`src/sv/fpr_pkg.sv`:
```
// Shared types, constants and the byte-wise CRC-32 function of the frame receiver.
package fpr_pkg;

	// Start-of-frame marker byte.
	localparam logic [7:0] FRAME_START = 8'hE7;

	// Reflected CRC-32 polynomial and seed.
	localparam logic [31:0] CRC_POLY = 32'hEDB88320;
	localparam logic [31:0] CRC_INIT = 32'hFFFFFFFF;

	// Configuration port sizes.
	localparam int CFG_IDX_W  = 3;
	localparam int SLOT_CODE_W = 9;
	localparam logic [SLOT_CODE_W-1:0] SLOT_UNUSED = 9'd256;

	// Result event codes.
	localparam logic [2:0] EV_NONE     = 3'd0;
	localparam logic [2:0] EV_OK_REG   = 3'd1;
	localparam logic [2:0] EV_OK_UNREG = 3'd2;
	localparam logic [2:0] EV_HDR_BAD  = 3'd3;
	localparam logic [2:0] EV_DATA_BAD = 3'd4;
	localparam logic [2:0] EV_READ     = 3'd5;

	// Input word as seen on the port.
	typedef struct packed {
		logic       cmd;
		logic [7:0] rx_byte;
		logic [7:0] read_index;
	} in_item_t;

	// Result word as driven on the port.
	typedef struct packed {
		logic [2:0] event_res;
		logic [7:0] frame_command;
		logic [7:0] payload_length;
		logic [2:0] matched_slot;
		logic [7:0] read_data;
	} out_item_t;

	// Classified word held in the queue between front and back.
	typedef struct packed {
		logic       is_read;
		logic       is_start;
		logic [7:0] rx_byte;
		logic       rd_ok;
		logic [7:0] rd_addr;
	} q_item_t;

	// Receiver modes, one-hot.
	typedef enum logic [5:0] {
		M_HUNT = 6'b000001,
		M_CMD  = 6'b000010,
		M_LEN  = 6'b000100,
		M_HCHK = 6'b001000,
		M_PAY  = 6'b010000,
		M_DCHK = 6'b100000
	} rx_mode_t;

	// Advances the reflected CRC-32 register by one byte.
	function automatic logic [31:0] crc32_byte(input logic [31:0] crc, input logic [7:0] b);
		logic [31:0] c;
		c = crc ^ {24'd0, b};
		for (int k = 0; k < 8; k++) begin
			c = c[0] ? ((c >> 1) ^ CRC_POLY) : (c >> 1);
		end
		return c;
	endfunction

endpackage

```
`src/sv/framed_packet_receiver_unit.sv`:
```
// Top level of the framed packet receiver: front end, queue, back end and configuration port.
//
// Usage: the in channel (in_valid/in_ready/in_data) carries one word per handshake. A word
// with cmd 0 is a line byte for the frame receiver, which hunts for 0xE7 and then takes the
// command, length, four header check bytes, the payload and four data check bytes, both
// checks being reflected CRC-32. A word with cmd 1 reads the payload buffer at read_index.
// Every input word gives exactly one result word on the out channel (out_valid/out_ready/
// out_data) carrying the event code, frame command and length, matched slot and read data.
// An accepted input word is written into the queue and then into the result register before
// its result is valid; throughput is one word per cycle while out_ready is high, set by the
// byte-wide CRC update and state step in the back end.
// A two-entry queue sits between the front end and the back end, and the back end owns a
// one-word result register, so a stalled receiver lets up to three words be held inside.
// When out_ready is low the result holds and the queue fills; in_ready drops once it is full.
// Reset clears the receiver to hunting, the CRC to all ones and every slot code to unused
// (256); the payload buffer is not cleared and needs no clearing pass. Slot codes are written
// through cfg_we/cfg_idx/cfg_wdata only while idle, a rule on the user the block does not enforce.
module framed_packet_receiver_unit #(
	parameter int PAYLOAD_DEPTH = 256,
	parameter int COMMAND_SLOTS = 6
) (
	input  logic                             clk,
	input  logic                             arst_n,
	input  logic                             in_valid,
	output logic                             in_ready,
	input  fpr_pkg::in_item_t                in_data,
	output logic                             out_valid,
	input  logic                             out_ready,
	output fpr_pkg::out_item_t               out_data,
	input  logic                             cfg_we,
	input  logic [fpr_pkg::CFG_IDX_W-1:0]    cfg_idx,
	input  logic [fpr_pkg::SLOT_CODE_W-1:0]  cfg_wdata
);

	logic             q_valid;
	logic             q_pop;
	fpr_pkg::q_item_t q_head;

	// Acceptance, classification and queue.
	fpr_front #(
		.PAYLOAD_DEPTH(PAYLOAD_DEPTH)
	) u_front (
		.clk      (clk),
		.arst_n   (arst_n),
		.in_valid (in_valid),
		.in_ready (in_ready),
		.in_data  (in_data),
		.q_valid  (q_valid),
		.q_head   (q_head),
		.q_pop    (q_pop)
	);

	// Frame processing and result delivery.
	fpr_back #(
		.PAYLOAD_DEPTH(PAYLOAD_DEPTH),
		.COMMAND_SLOTS(COMMAND_SLOTS)
	) u_back (
		.clk       (clk),
		.arst_n    (arst_n),
		.q_valid   (q_valid),
		.q_head    (q_head),
		.q_pop     (q_pop),
		.cfg_we    (cfg_we),
		.cfg_idx   (cfg_idx),
		.cfg_wdata (cfg_wdata),
		.out_valid (out_valid),
		.out_ready (out_ready),
		.out_data  (out_data)
	);

endmodule

```
`src/sv/fpr_ram.sv`:
```
// Generic single-write, single-read RAM with a registered read port.
module fpr_ram #(
	parameter int WIDTH = 8,
	parameter int DEPTH = 256
) (
	input  logic                                    clk,
	input  logic                                    we,
	input  logic [((DEPTH > 1) ? $clog2(DEPTH) : 1)-1:0] waddr,
	input  logic [WIDTH-1:0]                        wdata,
	input  logic                                    re,
	input  logic [((DEPTH > 1) ? $clog2(DEPTH) : 1)-1:0] raddr,
	output logic [WIDTH-1:0]                        rdata
);

	logic [WIDTH-1:0] mem_q [DEPTH];

	// Write port.
	always_ff @(posedge clk) begin
		if (we) begin
			mem_q[waddr] <= wdata;
		end
	end

	// Read port; the data register holds until the next read.
	always_ff @(posedge clk) begin
		if (re) begin
			rdata <= mem_q[raddr];
		end
	end

endmodule

```
`src/sv/fpr_front.sv`:
```
// Front end: accepts input words, classifies them and queues them for the back end.
module fpr_front #(
	parameter int PAYLOAD_DEPTH = 256
) (
	input  logic             clk,
	input  logic             arst_n,
	input  logic             in_valid,
	output logic             in_ready,
	input  fpr_pkg::in_item_t in_data,
	output logic             q_valid,
	output fpr_pkg::q_item_t q_head,
	input  logic             q_pop
);

	localparam int QDEPTH = 2;

	fpr_pkg::q_item_t entry_q [QDEPTH];
	logic             wr_ptr_q;
	logic             rd_ptr_q;
	logic [1:0]       count_q;
	logic             push;
	fpr_pkg::q_item_t cls;

	// Accept whenever the queue has a free entry.
	assign in_ready = (count_q != 2'(QDEPTH));
	assign push     = in_valid && in_ready;

	// Classify the incoming word.
	always_comb begin
		cls.is_read  = in_data.cmd;
		cls.is_start = (in_data.rx_byte == fpr_pkg::FRAME_START);
		cls.rx_byte  = in_data.rx_byte;
		cls.rd_ok    = ({1'b0, in_data.read_index} < 9'(PAYLOAD_DEPTH));
		cls.rd_addr  = in_data.read_index;
	end

	// Queue storage.
	always_ff @(posedge clk) begin
		if (push) begin
			entry_q[wr_ptr_q] <= cls;
		end
	end

	// Queue pointers and fill count.
	always_ff @(posedge clk or negedge arst_n) begin
		if (!arst_n) begin
			wr_ptr_q <= 1'b0;
			rd_ptr_q <= 1'b0;
			count_q  <= 2'd0;
		end else begin
			if (push) begin
				wr_ptr_q <= ~wr_ptr_q;
			end
			if (q_pop) begin
				rd_ptr_q <= ~rd_ptr_q;
			end
			if (push && !q_pop) begin
				count_q <= count_q + 2'd1;
			end else if (!push && q_pop) begin
				count_q <= count_q - 2'd1;
			end
		end
	end

	assign q_valid = (count_q != 2'd0);
	assign q_head  = entry_q[rd_ptr_q];

	// The fill count never passes the queue depth.
	a_count_bound: assert property (@(posedge clk) disable iff (!arst_n)
		count_q <= 2'(QDEPTH))
		else $error("queue count above depth");

	// The back end never pops an empty queue.
	a_no_underflow: assert property (@(posedge clk) disable iff (!arst_n)
		q_pop |-> (count_q != 2'd0))
		else $error("pop from empty queue");

	// With a free entry and a pending word, the word enters the queue.
	a_push_counts: assert property (@(posedge clk) disable iff (!arst_n)
		(push && !q_pop) |=> (count_q == $past(count_q) + 2'd1))
		else $error("push lost");

endmodule

```
`src/sv/fpr_back.sv`:
```
// Back end: frame state machine, CRC checks, payload buffer, slot match and result register.
module fpr_back #(
	parameter int PAYLOAD_DEPTH = 256,
	parameter int COMMAND_SLOTS = 6
) (
	input  logic                               clk,
	input  logic                               arst_n,
	input  logic                               q_valid,
	input  fpr_pkg::q_item_t                   q_head,
	output logic                               q_pop,
	input  logic                               cfg_we,
	input  logic [fpr_pkg::CFG_IDX_W-1:0]      cfg_idx,
	input  logic [fpr_pkg::SLOT_CODE_W-1:0]    cfg_wdata,
	output logic                               out_valid,
	input  logic                               out_ready,
	output fpr_pkg::out_item_t                 out_data
);

	localparam int AW = (PAYLOAD_DEPTH > 1) ? $clog2(PAYLOAD_DEPTH) : 1;

	// Receiver state.
	fpr_pkg::rx_mode_t mode_q, mode_d;
	logic [7:0]  cmd_q, cmd_d;
	logic [7:0]  len_q, len_d;
	logic [7:0]  cnt_q, cnt_d;
	logic [1:0]  chk_cnt_q, chk_cnt_d;
	logic [31:0] rchk_q, rchk_d;
	logic [31:0] crc_q, crc_d;
	logic [fpr_pkg::SLOT_CODE_W-1:0] slot_q [COMMAND_SLOTS];

	// Result stage.
	logic        valid_s2;
	logic [2:0]  ev_s2;
	logic [7:0]  cmd_s2;
	logic [7:0]  len_s2;
	logic [2:0]  slot_s2;
	logic        rd_s2;

	logic        fire;
	logic [7:0]  b;
	logic [31:0] rchk_full;
	logic        last_chk;
	logic        crc_ok;
	logic        hit;
	logic [2:0]  hit_slot;
	logic [2:0]  ev;
	logic [2:0]  slot;
	logic [7:0]  cnt_inc;
	logic        ram_we;
	logic        ram_re;
	logic [7:0]  ram_rdata;

	// Take the queue head when the result register is free or draining.
	assign fire  = q_valid && (!valid_s2 || out_ready);
	assign q_pop = fire;
	assign b     = q_head.rx_byte;

	// Slot code registers.
	always_ff @(posedge clk or negedge arst_n) begin
		if (!arst_n) begin
			for (int i = 0; i < COMMAND_SLOTS; i++) begin
				slot_q[i] <= fpr_pkg::SLOT_UNUSED;
			end
		end else begin
			for (int i = 0; i < COMMAND_SLOTS; i++) begin
				if (cfg_we && (cfg_idx == fpr_pkg::CFG_IDX_W'(i))) begin
					slot_q[i] <= cfg_wdata;
				end
			end
		end
	end

	// Lowest slot whose code equals the frame command.
	always_comb begin
		hit      = 1'b0;
		hit_slot = 3'd0;
		for (int i = COMMAND_SLOTS - 1; i >= 0; i--) begin
			if (slot_q[i] == {1'b0, cmd_q}) begin
				hit      = 1'b1;
				hit_slot = 3'(i);
			end
		end
	end

	// Check-word assembly, little-endian.
	assign rchk_full = rchk_q | ({24'd0, b} << {chk_cnt_q, 3'b000});
	assign last_chk  = (chk_cnt_q == 2'd3);
	assign crc_ok    = (rchk_full == ~crc_q);
	assign cnt_inc   = cnt_q + 8'd1;

	// Next-state logic for one word.
	always_comb begin
		mode_d    = mode_q;
		cmd_d     = cmd_q;
		len_d     = len_q;
		cnt_d     = cnt_q;
		chk_cnt_d = chk_cnt_q;
		rchk_d    = rchk_q;
		crc_d     = crc_q;
		ev        = fpr_pkg::EV_NONE;
		slot      = 3'd0;
		if (q_head.is_read) begin
			ev = fpr_pkg::EV_READ;
		end else begin
			case (mode_q)
				fpr_pkg::M_CMD: begin
					cmd_d  = b;
					crc_d  = fpr_pkg::crc32_byte(crc_q, b);
					mode_d = fpr_pkg::M_LEN;
				end
				fpr_pkg::M_LEN: begin
					len_d     = b;
					crc_d     = fpr_pkg::crc32_byte(crc_q, b);
					chk_cnt_d = 2'd0;
					rchk_d    = 32'd0;
					mode_d    = fpr_pkg::M_HCHK;
				end
				fpr_pkg::M_HCHK: begin
					rchk_d    = rchk_full;
					chk_cnt_d = chk_cnt_q + 2'd1;
					if (last_chk) begin
						chk_cnt_d = 2'd0;
						if (crc_ok) begin
							cnt_d  = 8'd0;
							rchk_d = 32'd0;
							mode_d = (len_q == 8'd0) ? fpr_pkg::M_DCHK : fpr_pkg::M_PAY;
						end else begin
							ev     = fpr_pkg::EV_HDR_BAD;
							mode_d = fpr_pkg::M_HUNT;
						end
					end
				end
				fpr_pkg::M_PAY: begin
					crc_d = fpr_pkg::crc32_byte(crc_q, b);
					cnt_d = cnt_inc;
					if (cnt_inc == len_q) begin
						chk_cnt_d = 2'd0;
						rchk_d    = 32'd0;
						mode_d    = fpr_pkg::M_DCHK;
					end
				end
				fpr_pkg::M_DCHK: begin
					rchk_d    = rchk_full;
					chk_cnt_d = chk_cnt_q + 2'd1;
					if (last_chk) begin
						chk_cnt_d = 2'd0;
						if (crc_ok) begin
							ev   = hit ? fpr_pkg::EV_OK_REG : fpr_pkg::EV_OK_UNREG;
							slot = hit ? hit_slot : 3'd0;
						end else begin
							ev = fpr_pkg::EV_DATA_BAD;
						end
						mode_d = fpr_pkg::M_HUNT;
					end
				end
				default: begin
					// Hunting for the start byte.
					if (q_head.is_start) begin
						crc_d     = fpr_pkg::crc32_byte(fpr_pkg::CRC_INIT, b);
						cnt_d     = 8'd0;
						chk_cnt_d = 2'd0;
						rchk_d    = 32'd0;
						mode_d    = fpr_pkg::M_CMD;
					end else begin
						mode_d = fpr_pkg::M_HUNT;
					end
				end
			endcase
		end
	end

	// Receiver state registers.
	always_ff @(posedge clk or negedge arst_n) begin
		if (!arst_n) begin
			mode_q    <= fpr_pkg::M_HUNT;
			cmd_q     <= 8'd0;
			len_q     <= 8'd0;
			cnt_q     <= 8'd0;
			chk_cnt_q <= 2'd0;
			rchk_q    <= 32'd0;
			crc_q     <= fpr_pkg::CRC_INIT;
		end else if (fire) begin
			mode_q    <= mode_d;
			cmd_q     <= cmd_d;
			len_q     <= len_d;
			cnt_q     <= cnt_d;
			chk_cnt_q <= chk_cnt_d;
			rchk_q    <= rchk_d;
			crc_q     <= crc_d;
		end
	end

	// Payload buffer: bytes past its depth are counted but not stored.
	assign ram_we = fire && !q_head.is_read && (mode_q == fpr_pkg::M_PAY)
		&& ({1'b0, cnt_q} < 9'(PAYLOAD_DEPTH));
	assign ram_re = fire && q_head.is_read && q_head.rd_ok;

	fpr_ram #(
		.WIDTH(8),
		.DEPTH(PAYLOAD_DEPTH)
	) u_payload (
		.clk   (clk),
		.we    (ram_we),
		.waddr (cnt_q[AW-1:0]),
		.wdata (b),
		.re    (ram_re),
		.raddr (q_head.rd_addr[AW-1:0]),
		.rdata (ram_rdata)
	);

	// Result register valid flag.
	always_ff @(posedge clk or negedge arst_n) begin
		if (!arst_n) begin
			valid_s2 <= 1'b0;
		end else if (fire) begin
			valid_s2 <= 1'b1;
		end else if (out_ready) begin
			valid_s2 <= 1'b0;
		end
	end

	// Result register payload.
	always_ff @(posedge clk) begin
		if (fire) begin
			ev_s2   <= ev;
			cmd_s2  <= cmd_d;
			len_s2  <= len_d;
			slot_s2 <= slot;
			rd_s2   <= ram_re;
		end
	end

	assign out_valid               = valid_s2;
	assign out_data.event_res      = ev_s2;
	assign out_data.frame_command  = cmd_s2;
	assign out_data.payload_length = len_s2;
	assign out_data.matched_slot   = slot_s2;
	assign out_data.read_data      = rd_s2 ? ram_rdata : 8'd0;

	// Check bytes are only counted while a check word is being gathered.
	a_chk_cnt_mode: assert property (@(posedge clk) disable iff (!arst_n)
		(chk_cnt_q != 2'd0) |-> (mode_q == fpr_pkg::M_HCHK || mode_q == fpr_pkg::M_DCHK))
		else $error("check byte count outside a check field");

	// Payload mode is only entered for a nonzero length.
	a_pay_len: assert property (@(posedge clk) disable iff (!arst_n)
		(mode_q == fpr_pkg::M_PAY) |-> (len_q != 8'd0))
		else $error("payload mode with zero length");

	// A registered-frame result names a slot that exists.
	a_slot_range: assert property (@(posedge clk) disable iff (!arst_n)
		(valid_s2 && ev_s2 == fpr_pkg::EV_OK_REG) |-> (slot_s2 < 3'(COMMAND_SLOTS)))
		else $error("matched slot out of range");

	// The buffer is never written and read by the same word.
	a_ram_port: assert property (@(posedge clk) disable iff (!arst_n)
		ram_we |-> !ram_re)
		else $error("payload buffer written and read together");

endmodule

```
`config.mk`:
```
export PLATFORM = sky130hd
export DESIGN_NAME = framed_packet_receiver_unit
export DESIGN_NICKNAME = d
export VERILOG_FILES = /design/src/sv/fpr_pkg.sv /design/src/sv/framed_packet_receiver_unit.sv /design/src/sv/fpr_ram.sv /design/src/sv/fpr_front.sv /design/src/sv/fpr_back.sv
export SDC_FILE = /design/constraint.sdc
export NUM_CORES = 2
export LEC_CHECK = 0
export CAP_MARGIN = 10
export CORE_UTILIZATION = 50
export DETAILED_ROUTE_END_ITERATION = 10
export DONT_BUFFER_PORTS = 1
export MAX_ROUTING_LAYER = met4
export PLACE_DENSITY = 0.69
export SETUP_SLACK_MARGIN = 0.02
export SLEW_MARGIN = 0
export SYNTH_ARGS = -nofsm -noshare
export SYNTH_HDL_FRONTEND = slang
export SYNTH_HIERARCHICAL = 1
export SYNTH_SLANG_ARGS = --single-unit
```
`constraint.sdc`:
```
create_clock -name clk -period 15.7 [get_ports clk]
set_input_delay 2.355 -clock clk [delete_from_list [all_inputs] [get_ports clk]]
set_output_delay 2.355 -clock clk [all_outputs]
set_load 0.01 [all_outputs]
```
==> metrics.md <==
| Metric | Value |
|---|---|
| Outcome | `complete, no violations` |
| Combinational share of power | `30.5%` |
| Top cell type's share of synthesized area | `69.5%` |
| Synth Cell Area | `0.0913 mm2` |
| Cell taking the most area after synthesis | `edfxtp_1` |
| CTS tree | `done` |
| M3 GR Usage | `4.44%` |
| YS warnings | `6` |
| Max-cap violations | `0` |
| Syn nets | `4884` |
| Number of synthesized flops with an enable pin | `2115` |
| WP depth | `11` |
| Slowest-stage cell, CP | `buf_4` |
| Psw | `6.16 mW` |
| Worst slew margin | `14.6%` |
| # nets final | `4871` |
| Pwr/cell area | `186 mW/mm2` |
| Startpoint of the worst register-to-register path | `u_front/rd_ptr_q` |
| Netlist cell types | `81` |
| Grt met1 use | `34.8%` |
| Leakage | `31.6 nW` |
| Tcrit/Tclk final | `38.6%` |
| Initial antenna violation count | `5` |
| Placed cells | `6986` |
| Kind of critical path | `flip-flop to flip-flop` |
| Worst Hold Endpoint | `u_front/wr_ptr_q` |
| CTS root buffer | `clkbuf_16` |
| Initial Util | `50.4%` |
| H-Tree Level Count | `4` |
| Final-report max-slew violation count | `0` |
| Pin count of the biggest net entering global routing | `194` |
| CP delay by family, top | `buffers and inverters` |
| Grt total ovfl | `0` |
| Max IR drop VDD | `0.186 mV` |
| Crit path arrival time | `6.62 ns` |
| Crit-path most repeated cell | `buf_4` |
| DP Wirelength | `132 mm` |
| Via-to-Cell Ratio | `6.43` |
| Crit. End Element | `flip-flop` |
| RR Endpoint | `u_back/u_payload/rdata[7]` |
| Max FO, Critical Path | `85` |
| Global-route wire length before repair | `325 mm` |
| DR WL/cell | `30.2 um` |
| Mapped Cells | `4847` |
| DP Area | `0.0934 mm2` |
| Final Cell Area | `0.100 mm2` |
| Worst min path class | `flip-flop to flip-flop` |
| Worst Path Buf+Inv | `4` |
| Clk slew on worst S/H paths | `0.06 ns` |
| Final WS setup | `9.63 ns` |
| R2r setup slk | `9.63 ns` |
| Worst EP required | `16.25 ns` |
| IO Count | `66` |
| Number of buffers created by CTS | `215` |
| RSZ-0062 raised after global routing | `false` |
| GRT Overall Usage | `24.9%` |
| Core ar. | `0.181 mm2` |
| Die X | `429 um` |
| Via count | `47500` |
| Crit-path cells | `mux2_8 -> buf_4 -> buf_4 -> buf_4 -> or2b_1 -> buf_4 -> o221ai_1 -> o211ai_1 -> a21oi_1 -> nor4_1 -> nor4_1` |
| Hold Fails Final Rpt | `0` |
| Asr flop ratio synth | `6.83%` |
| Register area share after synthesis | `73.8%` |
| Slew @ Worst Pin | `1.27 ns` |
| Reg power frac | `42.1%` |
| Multi-input gate area | `0.0223 mm2` |
| Worst Hold Path Cells | `1` |
| Fmax | `0.165 GHz` |
| Number of DRC markers in iteration 0 | `6426` |
| Post-CTS Setup Inserts | `0` |
| Post-CTS Resized | `0` |
| Top FF cell, synth | `edfxtp_1` |
| GR Layer Usage met2 | `37.7%` |
| Synth area leaders | `edfxtp_1 70%, mux4_2 11%, dfrtp_1 3.2%, nor2_1 1.5%, mux2i_1 1.5%` |
| Post-Place Worst Slack | `9.40 ns` |
| Sink Count | `2270` |
| GRT busiest layer | `met2` |
| Clk Latency, worst-skew pair | `0.85 ns` |
| Worst hold start | `u_front/wr_ptr_q` |
| Clk buf depth | `3` |
| Syn Area/Cell | `18.8 um2` |
| Number of global-route vias before repair | `46400` |
| Port bufs | `0` |
| Post-Route Utilization | `55.4%` |
| Antenna Violating Nets Remaining | `0` |
| Post-CTS Hold Fix Bufs | `0` |
| Final GP Congestion | `0.878` |
| Die area | `0.184 mm2` |
| Layout cell share with drive strength beyond 1 | `20.3%` |
| Die height | `429 um` |
| Cell-internal power | `12.5 mW` |
| Drt first pass iters | `6` |
| Fin Setup TNS | `0 ns` |
| Total Routed Length | `223 mm` |
| Syn-to-layout area delta | `9.86%` |
| Synth Register Bits | `2270` |
| Startpoint types | `flip-flop` |
| Worst path max stage delay | `0.85 ns` |
| Worst reg2reg path depth | `11` |
| FF/Latch Area | `0.0674 mm2` |
| DR DRC count | `0` |
| Switch share | `33.0%` |
| # setup viols final | `0` |
| Final non-filler cell total | `7390` |
| Filler cell count | `13500` |
| Final min period | `6.07 ns` |
| Row count | `156` |
| Max Clock Skew | `0.0360 ns` |
| Clock network power share | `27.4%` |
## stage by stage
stage	hold slack (ns)	power, mW
CTS	0.495	18.7
floorplan	0.456	11.9
global placement	0.477	13.5
finish	0.492	18.6
detailed placement	0.485	13.6
global route	0.520	19.3
## per-layer routing
layer / vias to the layer above / wire [um]
li1: 19600 / -
met1: 25000 / 89300
met2: 2535 / 107000
met3: 383 / 20900
met4: 0 / 6250
met5: - / 0
## registers in the layout, summed over array words and instances (netlist names), 2 cells and up
name                    count
u_back/u_payload/mem_q   2048
u_back/slot_q              54
u_front/entry_q            36
u_back/crc_q               32
u_back/rchk_q              32
u_back/cmd_q                8
u_back/cmd_s2               8
u_back/cnt_q                8
u_back/len_q                8
u_back/len_s2               8
u_back/u_payload/rdata      8
u_back/mode_q               6
u_back/ev_s2                3
u_back/slot_s2              3
u_back/chk_cnt_q            2
u_front/count_q             2
## layout by cell type (no fill, tap or decap), types with 8 or more instances in the layout
cell / n
bufinv_16: 19
o211ai_1: 13
mux4_2: 454
o32ai_1: 8
dfstp_2: 39
clkbuf_1: 39
a22o_1: 11
nand2_1: 149
nor2_1: 366
xnor2_1: 145
dfrtp_1: 116
a221oi_1: 17
a21oi_1: 129
clkinvlp_4: 8
xor2_1: 39
clkinv_2: 47
mux2_2: 77
nor2b_1: 34
clkbuf_16: 217
nor3_1: 39
and2_1: 17
a211oi_1: 32
nand4_1: 28
buf_4: 71
a22oi_1: 143
nand2b_1: 12
inv_1: 17
o21ai_0: 66
clkinv_1: 48
o22ai_1: 36
o221ai_1: 46
nand3_1: 53
a31oi_1: 34
edfxtp_1: 2115
nor4_1: 27
mux2i_1: 138
mux2_8: 10
## cell usage after synthesis, drive strengths merged, types with 6 or more instances
cell     count
a2111oi      7
a211oi      32
a21oi      130
a221oi      18
a22o        11
a22oi      143
a31oi       34
and2        17
and3         7
buf        142
clkbuf     167
dfrtp      116
dfstp       39
edfxtp    2115
inv         17
mux2        94
mux2i      138
mux4       456
nand2      149
nand2b      12
nand3       53
nand4       29
nor2       369
nor2b       38
nor3        40
nor4        34
o211ai      13
o21ai       68
o221ai      47
o22a         6
o22ai       36
o32ai        9
or2          6
or3          6
xnor2      145
xor2        39
## power groups by stage
stage | registers (mW) | logic (mW) | clock network, mW
final | 7.85 | 5.68 | 5.11
after global routing | 7.86 | 6.03 | 5.40
after CTS | 7.84 | 5.66 | 5.18
after detailed placement | 7.96 | 5.64 | 0
after global placement | 7.96 | 5.57 | 0
after floorplan | 7.84 | 4.02 | 0
## worst register-to-register path, stage by stage, from the launching register on
cell      delay, ns
dfrtp_1        0.40
mux2_8         0.69
buf_4          0.85
buf_4          0.91
buf_4          0.81
or2b_1         0.26
buf_4          0.35
o221ai_1       0.24
o211ai_1       0.22
a21oi_1        0.17
nor4_1         0.81
nor4_1         0.08
## worst max path at each step
stage,start,end,slack (ns)
6_report,u_front/rd_ptr_q,u_back/u_payload/rdata[7],9.63
5_1_grt,u_front/rd_ptr_q,u_back/u_payload/rdata[1],9.51
4_1_cts,u_front/rd_ptr_q,u_back/u_payload/rdata[2],9.40
3_5_place_dp,u_front/rd_ptr_q,u_back/u_payload/rdata[2],9.40
3_3_place_gp,out_ready,u_back/u_payload/mem_q[93][1],9.30
2_1_floorplan,u_front/rd_ptr_q,u_back/ev_s2[0],10.66
## cell families after synthesis
kind of cell | after synthesis | synth area share [%]
DFF | 2270 | 73.8
and+or+nand+nor | 790 | 3.98
muxes | 688 | 14.0
AOI/OAI and AO/OA | 583 | 4.37
buffers and inverters | 328 | 2.05
xor gates and xnor gates | 184 | 1.76
adders and majority gates | 3 | 0.0411
other | 1 | 0.00411
## final cells by class
cell class	count	area share (%)
Sequential cell	2270	67.2
Clock buffer	263	5.65
Inverter	19	0.0711
Tap cell	2370	2.95
Antenna cell	4	0.00997
Clock inverter	136	1.27
Timing Repair Buffer	79	0.652
Multi-Input combinational cell	2249	22.2
Note: power is estimated with default switching activity, not from simulation.
